$ cat src/rtl/three_wire_handshake_packet_receiver_top_assert.svh
// assertion macros for the three-wire packet receiver
`ifndef THREE_WIRE_HANDSHAKE_PACKET_RECEIVER_TOP_ASSERT_SVH
`define THREE_WIRE_HANDSHAKE_PACKET_RECEIVER_TOP_ASSERT_SVH
// a property that must hold whenever reset is not active
`define TW_ASSERT(label, clk, rst_n, prop, msg) \
    label: assert property (@(posedge clk) disable iff (!rst_n) (prop)) else $error(msg);
// a signal that must never be x or z once reset is released
`define TW_ASSERT_KNOWN(label, clk, rst_n, sig, msg) \
    label: assert property (@(posedge clk) disable iff (!rst_n) !$isunknown(sig)) else $error(msg);
`endif

$ cat src/rtl/twr_pkg.sv
// shared types and constants for the three-wire packet receiver
package twr_pkg;
    localparam int MAX_DATA_BYTES_DEF = 64;
    localparam logic [7:0] LABEL_MULTI = 8'hff;
    localparam logic [7:0] MULTI_LO = 8'h1f;
    localparam logic [7:0] MULTI_HI = 8'h40;
    localparam logic [7:0] MULTI_BASE = 8'h20;

    localparam logic [1:0] CFG_ENABLE = 2'd0;
    localparam logic [1:0] CFG_DEBOUNCE = 2'd1;
    localparam logic [1:0] CFG_TIMEOUT = 2'd2;

    localparam logic [1:0] KIND_LABEL = 2'd0;
    localparam logic [1:0] KIND_LEN = 2'd1;
    localparam logic [1:0] KIND_DATA = 2'd2;

    localparam logic [1:0] ERR_REQ = 2'd0;
    localparam logic [1:0] ERR_BIT = 2'd1;
    localparam logic [1:0] ERR_ACK = 2'd2;

    typedef enum logic [14:0] {
        PH_IDLE         = 15'h0001,
        PH_REQ_LOW      = 15'h0002,
        PH_REQ_HIGH     = 15'h0004,
        PH_LABEL_LOW    = 15'h0008,
        PH_LABEL_HIGH   = 15'h0010,
        PH_LEN_LOW      = 15'h0020,
        PH_LEN_HIGH     = 15'h0040,
        PH_DATA_LOW     = 15'h0080,
        PH_DATA_HIGH    = 15'h0100,
        PH_DUMMY_LOW    = 15'h0200,
        PH_DUMMY_HIGH   = 15'h0400,
        PH_ACKBIT_READY = 15'h0800,
        PH_ACKBIT_TAKEN = 15'h1000,
        PH_PAR_READY    = 15'h2000,
        PH_PAR_TAKEN    = 15'h4000
    } t_phase;

    typedef struct packed {
        logic       enable;
        logic [7:0] debounce;
        logic [15:0] timeout;
    } t_cfg;

    typedef struct packed {
        logic       drive_data_low;
        logic       drive_ack_low;
        logic       drive_clock_low;
        logic       byte_valid;
        logic [7:0] byte_value;
        logic [1:0] byte_kind;
        logic       packet_last;
        logic       error_valid;
        logic [1:0] error_code;
    } t_result;
endpackage

$ cat src/rtl/twr_cfg_regs.sv
// configuration register file
module twr_cfg_regs (
    input  logic          i_clk,
    input  logic          i_rst_n,
    input  logic          i_cfg_we,
    input  logic [1:0]    i_cfg_index,
    input  logic [15:0]   i_cfg_data,
    output twr_pkg::t_cfg o_cfg
);
    import twr_pkg::*;
    t_cfg r_cfg;

    always_ff @(posedge i_clk) begin
        if (!i_rst_n) begin
            r_cfg.enable   <= 1'b0;
            r_cfg.debounce <= 8'd3;
            r_cfg.timeout  <= 16'd20000;
        end else if (i_cfg_we) begin
            case (i_cfg_index)
                CFG_ENABLE:   r_cfg.enable <= i_cfg_data[0];
                CFG_DEBOUNCE: r_cfg.debounce <= i_cfg_data[7:0];
                CFG_TIMEOUT:  r_cfg.timeout <= i_cfg_data;
                default: ;
            endcase
        end
    end

    assign o_cfg = r_cfg;
endmodule

$ cat src/rtl/twr_engine.sv
// receive state machine: one line sample per step
module twr_engine #(
    parameter int MAX_DATA_BYTES = twr_pkg::MAX_DATA_BYTES_DEF
) (
    input  logic             i_clk,
    input  logic             i_rst_n,
    input  logic             i_step,
    input  logic [2:0]       i_levels,
    input  twr_pkg::t_cfg    i_cfg,
    output twr_pkg::t_result o_res
);
    import twr_pkg::*;
    localparam logic [7:0] MAX_LEN = 8'(MAX_DATA_BYTES);

    t_phase r_phase, n_phase;
    logic [15:0] r_wait, n_wait;
    logic [7:0] r_match, n_match, r_shift, n_shift, r_bidx, n_bidx;
    logic [7:0] r_len, n_len, r_label, n_label;
    logic [2:0] r_bit, n_bit;
    logic r_par, n_par, r_multi, n_multi;
    logic [4:0] r_left, n_left;

    logic dat, ack, clk, smp, want, w_ok, w_to, is_wait;
    logic [7:0] m_inc, bval;
    logic [15:0] t_inc;
    t_result res;

    assign dat = i_levels[0];
    assign ack = i_levels[1];
    assign clk = i_levels[2];

    always_comb begin
        is_wait = 1'b1;
        smp = clk;
        want = 1'b0;
        case (r_phase)
            PH_IDLE: is_wait = 1'b0;
            PH_REQ_HIGH, PH_LABEL_HIGH, PH_LEN_HIGH, PH_DATA_HIGH, PH_DUMMY_HIGH:
                want = 1'b1;
            PH_ACKBIT_READY, PH_PAR_READY: begin
                smp = ack;
                want = 1'b1;
            end
            PH_ACKBIT_TAKEN, PH_PAR_TAKEN: smp = ack;
            default: ;
        endcase
        w_ok = is_wait && (smp == want) && (r_match >= i_cfg.debounce);
        m_inc = (smp == want) ? ((r_match != 8'hff) ? r_match + 8'd1 : r_match) : 8'd0;
        t_inc = (r_wait != 16'hffff) ? r_wait + 16'd1 : r_wait;
        w_to = is_wait && !w_ok && (t_inc >= i_cfg.timeout);
    end

    always_comb begin
        logic end_pkt;
        logic [7:0] nb;
        end_pkt = 1'b0;
        n_phase = r_phase; n_wait = r_wait; n_match = r_match; n_shift = r_shift;
        n_bidx = r_bidx; n_len = r_len; n_label = r_label; n_bit = r_bit;
        n_par = r_par; n_multi = r_multi; n_left = r_left;
        res = '0;
        bval = r_shift;
        nb = 8'(r_bidx + 8'd1);
        if (is_wait && !w_ok) begin
            n_match = m_inc;
            n_wait = t_inc;
        end
        if (w_ok) begin
            n_wait = '0;
            n_match = '0;
        end
        case (r_phase)
            PH_IDLE: if (i_cfg.enable && !dat) begin
                n_left = '0; n_multi = 1'b0; n_par = 1'b0; n_shift = '0;
                n_bit = '0; n_bidx = '0; n_phase = PH_REQ_LOW;
                n_wait = '0; n_match = '0;
            end
            PH_REQ_LOW: if (w_ok) n_phase = PH_REQ_HIGH;
            PH_LABEL_LOW, PH_LEN_LOW, PH_DATA_LOW: if (w_ok) begin
                n_shift = r_shift | (8'(dat) << r_bit);
                n_phase = t_phase'(r_phase << 1);
            end
            PH_DUMMY_LOW: if (w_ok) begin
                n_shift = {7'd0, dat};
                n_phase = PH_DUMMY_HIGH;
            end
            PH_REQ_HIGH: if (w_ok) begin
                n_shift = '0; n_bit = '0; n_phase = PH_LABEL_LOW;
            end
            PH_DUMMY_HIGH: if (w_ok) begin
                n_par = r_par ^ r_shift[0]; n_shift = '0; n_phase = PH_ACKBIT_READY;
            end
            PH_LABEL_HIGH, PH_LEN_HIGH, PH_DATA_HIGH: if (w_ok) begin
                n_par = r_par ^ r_shift[r_bit];
                if (r_bit != 3'd7) begin
                    n_bit = r_bit + 3'd1;
                    n_phase = t_phase'(r_phase >> 1);
                end else begin
                    n_bit = '0; n_shift = '0;
                    res.byte_valid = 1'b1;
                    if (r_phase == PH_LABEL_HIGH) begin
                        n_label = r_shift; res.byte_kind = KIND_LABEL;
                        n_phase = PH_LEN_LOW;
                    end else if (r_phase == PH_LEN_HIGH) begin
                        bval = (r_shift > MAX_LEN) ? MAX_LEN : r_shift;
                        n_len = bval; n_bidx = '0; res.byte_kind = KIND_LEN;
                        if (bval == 8'd0) end_pkt = 1'b1;
                        else n_phase = PH_DATA_LOW;
                    end else begin
                        res.byte_kind = KIND_DATA;
                        if (!r_multi && r_bidx == 8'd0 && r_label == LABEL_MULTI &&
                            r_shift > MULTI_LO && r_shift < MULTI_HI)
                            n_left = 5'(r_shift - MULTI_BASE);
                        n_phase = PH_DUMMY_LOW;
                    end
                    res.byte_value = bval;
                end
            end
            PH_ACKBIT_READY: if (w_ok) n_phase = PH_ACKBIT_TAKEN;
            PH_PAR_READY: if (w_ok) n_phase = PH_PAR_TAKEN;
            PH_ACKBIT_TAKEN: if (w_ok) begin
                n_par = ~r_par; n_phase = PH_PAR_READY;
            end
            PH_PAR_TAKEN: if (w_ok) begin
                n_par = 1'b0; n_bidx = nb;
                if (nb >= r_len) end_pkt = 1'b1;
                else n_phase = PH_DATA_LOW;
            end
            default: n_phase = PH_IDLE;
        endcase
        if (w_to) begin
            res.error_valid = 1'b1;
            if (r_phase == PH_REQ_LOW || r_phase == PH_REQ_HIGH) begin
                res.error_code = ERR_REQ;
                n_phase = PH_IDLE; n_multi = 1'b0; n_left = '0;
                res.packet_last = 1'b1;
            end else begin
                res.error_code = (r_phase >= PH_DUMMY_LOW) ? ERR_ACK : ERR_BIT;
                end_pkt = 1'b1;
            end
        end
        // end of packet: next announced packet or end of transfer
        if (end_pkt) begin
            n_par = 1'b0; n_shift = '0; n_bit = '0; n_bidx = '0;
            if (n_left != 5'd0) begin
                n_left = n_left - 5'd1; n_multi = 1'b1;
                n_phase = PH_LABEL_LOW; n_wait = '0; n_match = '0;
            end else begin
                n_phase = PH_IDLE; n_multi = 1'b0; res.packet_last = 1'b1;
            end
        end
        res.drive_ack_low = (n_phase == PH_REQ_LOW) || (n_phase == PH_LABEL_LOW) ||
            (n_phase == PH_LEN_LOW) || (n_phase == PH_DATA_LOW) || (n_phase == PH_DUMMY_LOW);
        res.drive_clock_low = (n_phase == PH_ACKBIT_TAKEN) || (n_phase == PH_PAR_TAKEN);
        res.drive_data_low = (n_phase == PH_PAR_TAKEN) && !n_par;
    end

    always_ff @(posedge i_clk) begin
        if (!i_rst_n) begin
            r_phase <= PH_IDLE; r_wait <= '0; r_match <= '0; r_shift <= '0;
            r_bidx <= '0; r_len <= '0; r_label <= '0; r_bit <= '0;
            r_par <= 1'b0; r_multi <= 1'b0; r_left <= '0;
        end else if (i_step) begin
            r_phase <= n_phase; r_wait <= n_wait; r_match <= n_match; r_shift <= n_shift;
            r_bidx <= n_bidx; r_len <= n_len; r_label <= n_label; r_bit <= n_bit;
            r_par <= n_par; r_multi <= n_multi; r_left <= n_left;
        end
    end

    assign o_res = res;
endmodule

$ cat src/rtl/three_wire_handshake_packet_receiver_top.sv
// top level of the three-wire packet receiver
//  channel | direction | tdata (low bit up)                  | tuser
//  s_axis  | in        | data, ack, clock levels             | -
//  m_axis  | out       | drives d/a/c, byte_valid, value,    | -
//          |           | kind, error_valid, error_code       | tlast=packet_last
//  cfg     | in        | enable, debounce_count, timeout     | -
// one request a cycle while the output is not stalled: the state machine steps in the
// accept cycle and the result lands in a one-deep output register, shown the next cycle
// input is taken while the output register is empty or is drained this cycle
// synchronous active-low reset puts the machine in idle and config at defaults
module three_wire_handshake_packet_receiver_top #(
    parameter int MAX_DATA_BYTES = twr_pkg::MAX_DATA_BYTES_DEF
) (
    input  logic        i_clk,
    input  logic        i_rst_n,
    input  logic        s_axis_tvalid,
    output logic        s_axis_tready,
    input  logic [7:0]  s_axis_tdata,   // data_level, ack_level, clock_level
    output logic        m_axis_tvalid,
    input  logic        m_axis_tready,
    // drive_data_low, drive_ack_low, drive_clock_low, byte_valid,
    // byte_value[7:0], byte_kind[1:0], error_valid, error_code[1:0]
    output logic [23:0] m_axis_tdata,
    output logic        m_axis_tlast,   // packet_last
    input  logic        i_cfg_we,
    input  logic [1:0]  i_cfg_index,
    input  logic [15:0] i_cfg_data
);
    import twr_pkg::*;
    `include "three_wire_handshake_packet_receiver_top_assert.svh"

    t_cfg    cfg;
    t_result res, r_out;
    logic    r_valid, step;

    assign s_axis_tready = !r_valid || m_axis_tready;
    assign step = s_axis_tvalid && s_axis_tready;

    twr_cfg_regs u_cfg (
        .i_clk, .i_rst_n, .i_cfg_we, .i_cfg_index, .i_cfg_data, .o_cfg(cfg)
    );

    twr_engine #(.MAX_DATA_BYTES(MAX_DATA_BYTES)) u_eng (
        .i_clk, .i_rst_n, .i_step(step), .i_levels(s_axis_tdata[2:0]),
        .i_cfg(cfg), .o_res(res)
    );

    // output register
    always_ff @(posedge i_clk) begin
        if (!i_rst_n) begin
            r_valid <= 1'b0;
        end else if (s_axis_tready) begin
            r_valid <= s_axis_tvalid;
        end
    end
    always_ff @(posedge i_clk) begin
        if (step) r_out <= res;
    end

    assign m_axis_tvalid = r_valid;
    assign m_axis_tlast  = r_out.packet_last;
    assign m_axis_tdata  = {7'd0, r_out.error_code, r_out.error_valid, r_out.byte_kind,
                            r_out.byte_value, r_out.byte_valid, r_out.drive_clock_low,
                            r_out.drive_ack_low, r_out.drive_data_low};

    `TW_ASSERT(a_hold, i_clk, i_rst_n, (m_axis_tvalid && !m_axis_tready) |=> m_axis_tvalid, "result dropped while stalled")
    `TW_ASSERT(a_nobyte, i_clk, i_rst_n, (m_axis_tvalid && !r_out.byte_valid) |-> (r_out.byte_value == 8'd0), "byte value without byte")
    `TW_ASSERT(a_excl, i_clk, i_rst_n, m_axis_tvalid |-> !(r_out.byte_valid && r_out.error_valid), "byte and error together")
    `TW_ASSERT_KNOWN(a_known, i_clk, i_rst_n, m_axis_tvalid, "result valid unknown")
endmodule
$ cat config.mk
export PLATFORM = sky130hd
export DESIGN_NAME = three_wire_handshake_packet_receiver_top
export DESIGN_NICKNAME = d
export VERILOG_FILES = /design/src/rtl/twr_pkg.sv /design/src/rtl/twr_cfg_regs.sv /design/src/rtl/twr_engine.sv /design/src/rtl/three_wire_handshake_packet_receiver_top.sv
export VERILOG_INCLUDE_DIRS = /design/src /design/src/rtl
export SDC_FILE = /design/constraint.sdc
export NUM_CORES = 1
export LEC_CHECK = 0
export BUFFER_PORTS_ARGS = -buffer_cell sky130_fd_sc_hd__buf_2
export CORE_MARGIN = 10
export CORE_UTILIZATION = 55
export CTS_CLUSTER_SIZE = 16
export DETAILED_ROUTE_END_ITERATION = 12
export MAX_ROUTING_LAYER = met4
export PLACE_DENSITY = 0.79
export SETUP_SLACK_MARGIN = 0.2
export SKIP_CTS_REPAIR_TIMING = 1
export SYNTH_ARGS = -nofsm -noshare
export SYNTH_HDL_FRONTEND = slang
export SYNTH_SLANG_ARGS = --single-unit
$ cat constraint.sdc
create_clock -name i_clk -period 8.67 [get_ports i_clk]
set_input_delay 0.867 -clock i_clk [delete_from_list [all_inputs] [get_ports i_clk]]
set_output_delay 0.867 -clock i_clk [all_outputs]
set_load 0.01 [all_outputs]
Yosys cells after proc, flatten, opt, wreduce, memory -nomap -nowiden

Index checks and enable logic that the tools add are counted.

Register bits: 125
Input bits: 31
Output and inout port bits: 27

$add $sub $neg: 6
Magnitude comparators: 8
Eq/ne operators: 39
Shift operators: 1
Muxes and demuxes: 108
Bitwise gates (word level): 9
Reduce and logical (&&, ||, !) cells: 47

Operators with widths:

| kind                  | count |
|---|---|
| $mux 15               | 19 |
| $mux 8                | 24 |
| $pmux 15 s11          | 1 |
| $mux 16               | 7 |
| $mux 5                | 10 |
| $pmux 8 s5            | 1 |
| $eq 15x10->1 const B  | 2 |
| $eq 15x13->1 const B  | 2 |
| $eq 15x15->1 const B  | 2 |
| $eq 15x2->1 const B   | 2 |
| $eq 15x4->1 const B   | 2 |
| $eq 15x6->1 const B   | 2 |
| $eq 15x8->1 const B   | 2 |
| $mux 1                | 28 |
| $pmux 8 s3            | 1 |
| $ne 3x1->1 const B    | 7 |
| $add 16x1->16 const B | 1 |
| $add 8x1->8 const B   | 2 |
| $ge 16x16->1          | 1 |
| $ge 8x8->1            | 2 |
| $logic_not 8->1       | 2 |
| $ne 16x16->1 const B  | 1 |
| $reduce_and 8->1      | 2 |
| $eq 15x1->1 const B   | 1 |
| other kinds (48)      | 94 |

Longest topological paths before layout

Word-level depth: 21
Gate-level depth with buffers: 26
Depth with buffers taken out: 22

Modules after synthesis

Synthesis repeated with hierarchy kept, for this count alone.

Cells, all modules: 1018
Area, all modules: 8411.8 sq um

By module, submodules not included:

| module                                   | instances | cells each | area an instance (sq um) |
|---|---|---|---|
| twr_engine                               | 1         | 880        | 6717.7 |
| twr_cfg_regs                             | 1         | 107        | 1039.7 |
| three_wire_handshake_packet_receiver_top | 1         | 31         | 654.4 |

Least setup slack after synthesis

Ideal clock, no wire load.

Kind: reg2reg
Start point: register u_eng.r_wait[3]
End point: register u_eng.r_match[4]
Setup time: 0.062 ns
Arrival time: 4.972 ns
Data required time: 8.608 ns
Path slack: 3.636 ns
Cell stages (with the launch flop): 27
Path buffers: 4
Period minus slack after synthesis: 5.034 ns
Cells stage by stage: dfxtp_1 clkbuf_1 nand4_1 nor2_1 nand3_1 or3_1 clkbuf_1 nor2b_1 nor2b_1 nand3_1 xnor2_1 ha_1 a21o_1 a21o_1 a21oi_1 o221ai_1 o211ai_1 nand2_1 ha_1 inv_1 a211oi_2 o21ba_1 buf_6 or4_4 buf_6 or4_1 nand3_1

Cells in the longest elaborated chain, start to end: 8
Elaborated cells between the ends (all ways): 10

Ends and longest elaborated chain:

| item                                                 | RTL line          | text |
|---|---|---|
| start: declaration                                   | twr_engine.sv:16  | `logic [15:0] r_wait, n_wait;` |
| start signal: assignment                             | twr_engine.sv:163 | `r_phase <= n_phase; r_wait <= n_wait; r_match <= n_match; r_shift <= n_shift;` |
| $add 16x1->16 / $ne 16x16->1 (equally long branches) | twr_engine.sv:49  | `t_inc = (r_wait != 16'hffff) ? r_wait + 16'd1 : r_wait;` |
| $mux 16 *                                            | twr_engine.sv:49  |  |
| $ge 16x16->1 *                                       | twr_engine.sv:50  | `w_to = is_wait && !w_ok && (t_inc >= i_cfg.timeout);` |
| $logic_and 1x1->1 *                                  | twr_engine.sv:50  |  |
| $mux 5                                               | twr_engine.sv:130 | `if (w_to) begin` |
| $reduce_bool 5->1                                    | twr_engine.sv:144 | `if (n_left != 5'd0) begin` |
| $mux 8                                               | twr_engine.sv:144 |  |
| $mux 8 *                                             | twr_engine.sv:142 | `if (end_pkt) begin` |
| end signal: assignment                               | twr_engine.sv:163 |  |
| end: declaration                                     | twr_engine.sv:17  | `logic [7:0] r_match, n_match, r_shift, n_shift, r_bidx, n_bidx;` |

Every way passes the cells marked *; elsewhere a longest branch is shown, timed or not.
A chain may end at the register's enable or synchronous reset.

Worst setup path after layout

Start point: register u_eng.r_phase[8]
End point: register u_eng.r_match[0]

Cells in the longest elaborated chain, start to end: 14
Elaborated cells between the ends (all ways): 47

Ends and longest elaborated chain:

| item                                                                  | RTL line          | text |
|---|---|---|
| start: declaration                                                    | twr_engine.sv:15  | `t_phase r_phase, n_phase;` |
| start signal: assignment                                              | twr_engine.sv:163 |  |
| parallel branches: the longest is 13 deep, another holds $eq 15x11->1 | -                 |  |
| $mux 8 *                                                              | twr_engine.sv:142 |  |

Every way passes the cells marked *.

==> flow_summary.rst <==
.. list-table::
   :header-rows: 1

   * - Metric
     - Value
   * - Highest achievable clock rate
     - approximately 160 MHz
   * - Cell area after layout
     - approximately 8700 um2
   * - Post-synthesis share of cell area spent on and, or, nand and nor gates
     - between 20% and 30%
   * - Min Tclk post-route
     - between 6 and 7 ns
   * - Max-slew violation total from the final report
     - 0
   * - DR vias
     - 7552
   * - Outcome
     - finished clean
   * - Total clock sinks
     - ~130
   * - Critical path capture point type
     - register
   * - Overflow left after global routing
     - 0
   * - Setup crit start
     - u_eng.r_phase[8]$_SDFFE_PN0P_
   * - Hold slack
     - ~0.45 ns
   * - Number of cells after detailed placement
     - between 1000 and 1500
   * - Post-synth top area cell
     - sky130_fd_sc_hd__dfxtp_1
   * - Sum of routed wire length over all layers
     - 21800 um
   * - RSZ-0062 raised after global routing
     - no
   * - Transition at the pin with the smallest max-transition slack
     - approximately 1.1 ns
   * - Combinational family with the most area after synthesis
     - simple AND/OR/NAND/NOR gates
   * - Worst clock skew
     - 0.00663 ns
   * - Hold Path Class
     - register to register
   * - Total routing usage reported by global routing
     - 22.6%
   * - Initial cell density of the core
     - between 50% and 60%
   * - Worst endpoint required time
     - 8.99 ns
   * - Number of antenna-violating nets in the routed design
     - 0
   * - Synthesis-to-layout area growth
     - 11.1%
   * - Max clock buf depth
     - 2
   * - Portion of netlist area occupied by mux cells
     - under 10%
   * - Fraction of synthesized cell area in xor and xnor cells
     - ~3.1%
   * - Area share of the leading cell type in the synthesized netlist
     - between 20% and 30%
   * - Count of boundary I/O pins
     - between 50 and 60
   * - Clock latency on the worst-skew pair
     - ~0.43 ns
   * - Count of placed standard cells in the final layout, fillers left out
     - 1197
   * - Synthesized area per cell
     - ~8 um2
   * - Commonest register cell after synthesis
     - sky130_fd_sc_hd__dfxtp_1
   * - Final sum of negative setup slack
     - 0 ns
   * - Count of state elements after synthesis
     - roughly 130
   * - Pre-Repair DR Iteration Count
     - 5
   * - Worst reg-to-reg setup slack
     - approximately 2.3 ns
   * - Clock slew seen by the registers of the worst setup and hold paths
     - ~0.060 ns
   * - ANT cells
     - 0
   * - Average routed wire per standard cell
     - around 18 um
   * - CTS tree
     - built
   * - Number of buffer cells added on primary ports
     - 45
   * - Site Rows
     - 43
   * - Final-report hold violation count
     - 0
   * - MaxCap Viol Count
     - 0
   * - Number of antenna violations at the first check in global routing
     - 0
   * - Headroom to the max-slew limit
     - 27.9%
   * - Placer's final routability congestion estimate
     - 1.02
   * - Number of different library cells in the post-synthesis netlist
     - 80
   * - Number of DRC markers in iteration 0
     - 867
   * - Ratio of final minimum period to clock period
     - between 70% and 80%
   * - Type of the worst setup path
     - register to register
   * - Startpoint type of the worst setup path
     - register
   * - Sequential-to-total area share from yosys stat
     - around 34%
   * - Max Fanout on Critical Path
     - 14
   * - Cell chosen for the clock root
     - sky130_fd_sc_hd__clkbuf_16
   * - Share of flip-flops with an asynchronous set or reset after synthesis
     - 0%
   * - Proportion of layout cells with a drive suffix above 1
     - 11.1%
   * - Core area
     - approximately 14000 um2
   * - Post-DP HPWL
     - approximately 16000 um
   * - Area of the die
     - between 15000 and 20000 um2
   * - Arrival time worst endpoint
     - approximately 6.7 ns
   * - Pwr Density
     - 172 nW/um2
   * - Avg Vias per Cell
     - 6.31
   * - Share of synthesized cell area in full adder, half adder and majority cells
     - under 10%
   * - Cell area reported after detailed placement
     - roughly 8100 um2
   * - Commonest cells in the netlist
     - 117 x sky130_fd_sc_hd__nand2_1, 107 x sky130_fd_sc_hd__dfxtp_1, 81 x sky130_fd_sc_hd__nor2_1
   * - Maximum level of the CTS H-tree
     - 4
   * - Horiz. Die Dim
     - between 100 and 150 um
   * - Total clock buffers created by CTS
     - 17
   * - Post-route core utilization
     - 62.6%
   * - Number of warning messages in the yosys log
     - 0
   * - Post-synthesis instance area
     - roughly 8000 um2
   * - Nets
     - 1075
   * - Number of synthesized flops with an enable pin
     - 18
   * - Height of the die
     - roughly 140 um
   * - Max rail drop VDD
     - approximately 0.12 mV
   * - Leading cell types by total area after synthesis
     - sky130_fd_sc_hd__dfxtp_1 27%, sky130_fd_sc_hd__edfxtp_1 6.9%, sky130_fd_sc_hd__ha_1 6.4%
   * - HP Start
     - u_eng.r_label[3]$_SDFFE_PN0P_
   * - Final setup violation count
     - 0
   * - Wire length of the first global-routing pass
     - 35500 um
   * - Static power due to leakage
     - 3.55 nW
   * - Maximum number of pins on one net before global-route repair
     - 43
   * - Leading cell type by number of instances after synthesis
     - sky130_fd_sc_hd__nand2_1
   * - Cell count after synthesis
     - about 990
   * - Number of design rule violations left after detail routing
     - 0
   * - Vias in the first global route
     - between 6000 and 7000
   * - Area fraction in compound gates after synthesis
     - roughly a fifth
   * - R2r startpoint
     - u_eng.r_phase[8]$_SDFFE_PN0P_
==> power by group <==
| group | internal, W | switching, W |
|---|---|---|
| clock | 0.000504 | 0.000260 |
| combinational | 0.0000400 | 0.0000866 |
| sequential | 0.000600 | 0.00000717 |
==> cells in the final DEF (no fill, tap or decap), types with 18 or more instances in the layout <==
cell / n
sky130_fd_sc_hd__nand3_1: 56
sky130_fd_sc_hd__ha_1: 40
sky130_fd_sc_hd__nor3_1: 27
sky130_fd_sc_hd__nor2_1: 81
sky130_fd_sc_hd__buf_2: 45
sky130_fd_sc_hd__a21oi_1: 71
sky130_fd_sc_hd__nand4_1: 19
sky130_fd_sc_hd__and3_1: 21
sky130_fd_sc_hd__nand2_1: 117
sky130_fd_sc_hd__inv_1: 54
sky130_fd_sc_hd__edfxtp_1: 18
sky130_fd_sc_hd__o21ai_0: 47
sky130_fd_sc_hd__dfxtp_1: 107
==> stage by stage <==
stage	power, W	setup WS, ns
3_3_place_gp	0.000740	2.49
6_report	0.00150	2.28
2_1_floorplan	0.000705	3.64
4_1_cts	0.00150	2.44
5_1_grt	0.00154	1.95
3_5_place_dp	0.000742	2.49
==> worst paths after layout <==
check | to | depth (start not counted)
min | u_eng.r_label[3]$_SDFFE_PN0P_ | 2
max | u_eng.r_match[0]$_SDFFE_PN0P_ | 16
min reg2reg | u_eng.r_label[3]$_SDFFE_PN0P_ | 2
max reg2reg | u_eng.r_match[0]$_SDFFE_PN0P_ | 16
==> routing by layer <==
metal	wire [um]	track usage, %
met1	9830	29.4
met2	9700	33.0
met3	1660	5.55
met4	580	8.68
met5	0	-
==> registers in the layout (all words and copies together) (netlist names) <==
signal and count:
m_axis_tvalid 1, u_eng.r_match 8, u_eng.r_label 8, u_eng.r_phase 15
u_eng.r_left 5, u_eng.r_par 1, u_eng.r_multi 1, m_axis_tdata 17
u_cfg.o_cfg 25, u_eng.r_bidx 8, u_eng.r_shift 8, m_axis_tlast 1
u_eng.r_len 8, u_eng.r_bit 3, u_eng.r_wait 16
==> final cells by class <==
cell class / instances / area, um2
Clock buffer: 18 / 429
Clock inverter: 14 / 199
Fill cell: 1219 / 5210
Inverter: 55 / 206
Multi-Input combinational cell: 752 / 4700
Sequential cell: 125 / 2680
Tap cell: 180 / 225
Timing Repair Buffer: 53 / 285
==> kinds of logic after synthesis <==
logic type	Yosys count
mux	19
flops	125
xor+xnor	28
other cells	1
compound gates	243
fa+ha+maj	40
simple gates	415
buf+inv	114
==> worst max-delay path, cell delays in order (launching register included) <==
cell and delay (ns):
sky130_fd_sc_hd__dfxtp_1 0.45, sky130_fd_sc_hd__or4_1 0.81, sky130_fd_sc_hd__nor4_1 0.88, sky130_fd_sc_hd__a21o_1 0.27, sky130_fd_sc_hd__o31ai_1 0.20, sky130_fd_sc_hd__nor2_1 0.83
sky130_fd_sc_hd__inv_1 0.56, sky130_fd_sc_hd__o211ai_1 0.39, sky130_fd_sc_hd__nand2_1 0.16, sky130_fd_sc_hd__ha_1 0.25, sky130_fd_sc_hd__inv_1 0.07, sky130_fd_sc_hd__a211oi_2 0.04
sky130_fd_sc_hd__o21ba_1 0.58, sky130_fd_sc_hd__nor4_1 0.09, sky130_fd_sc_hd__buf_4 0.23, sky130_fd_sc_hd__and3_1 0.19, sky130_fd_sc_hd__mux2_2 0.26
No activity file was read; power rests on OpenSTA's default activity.
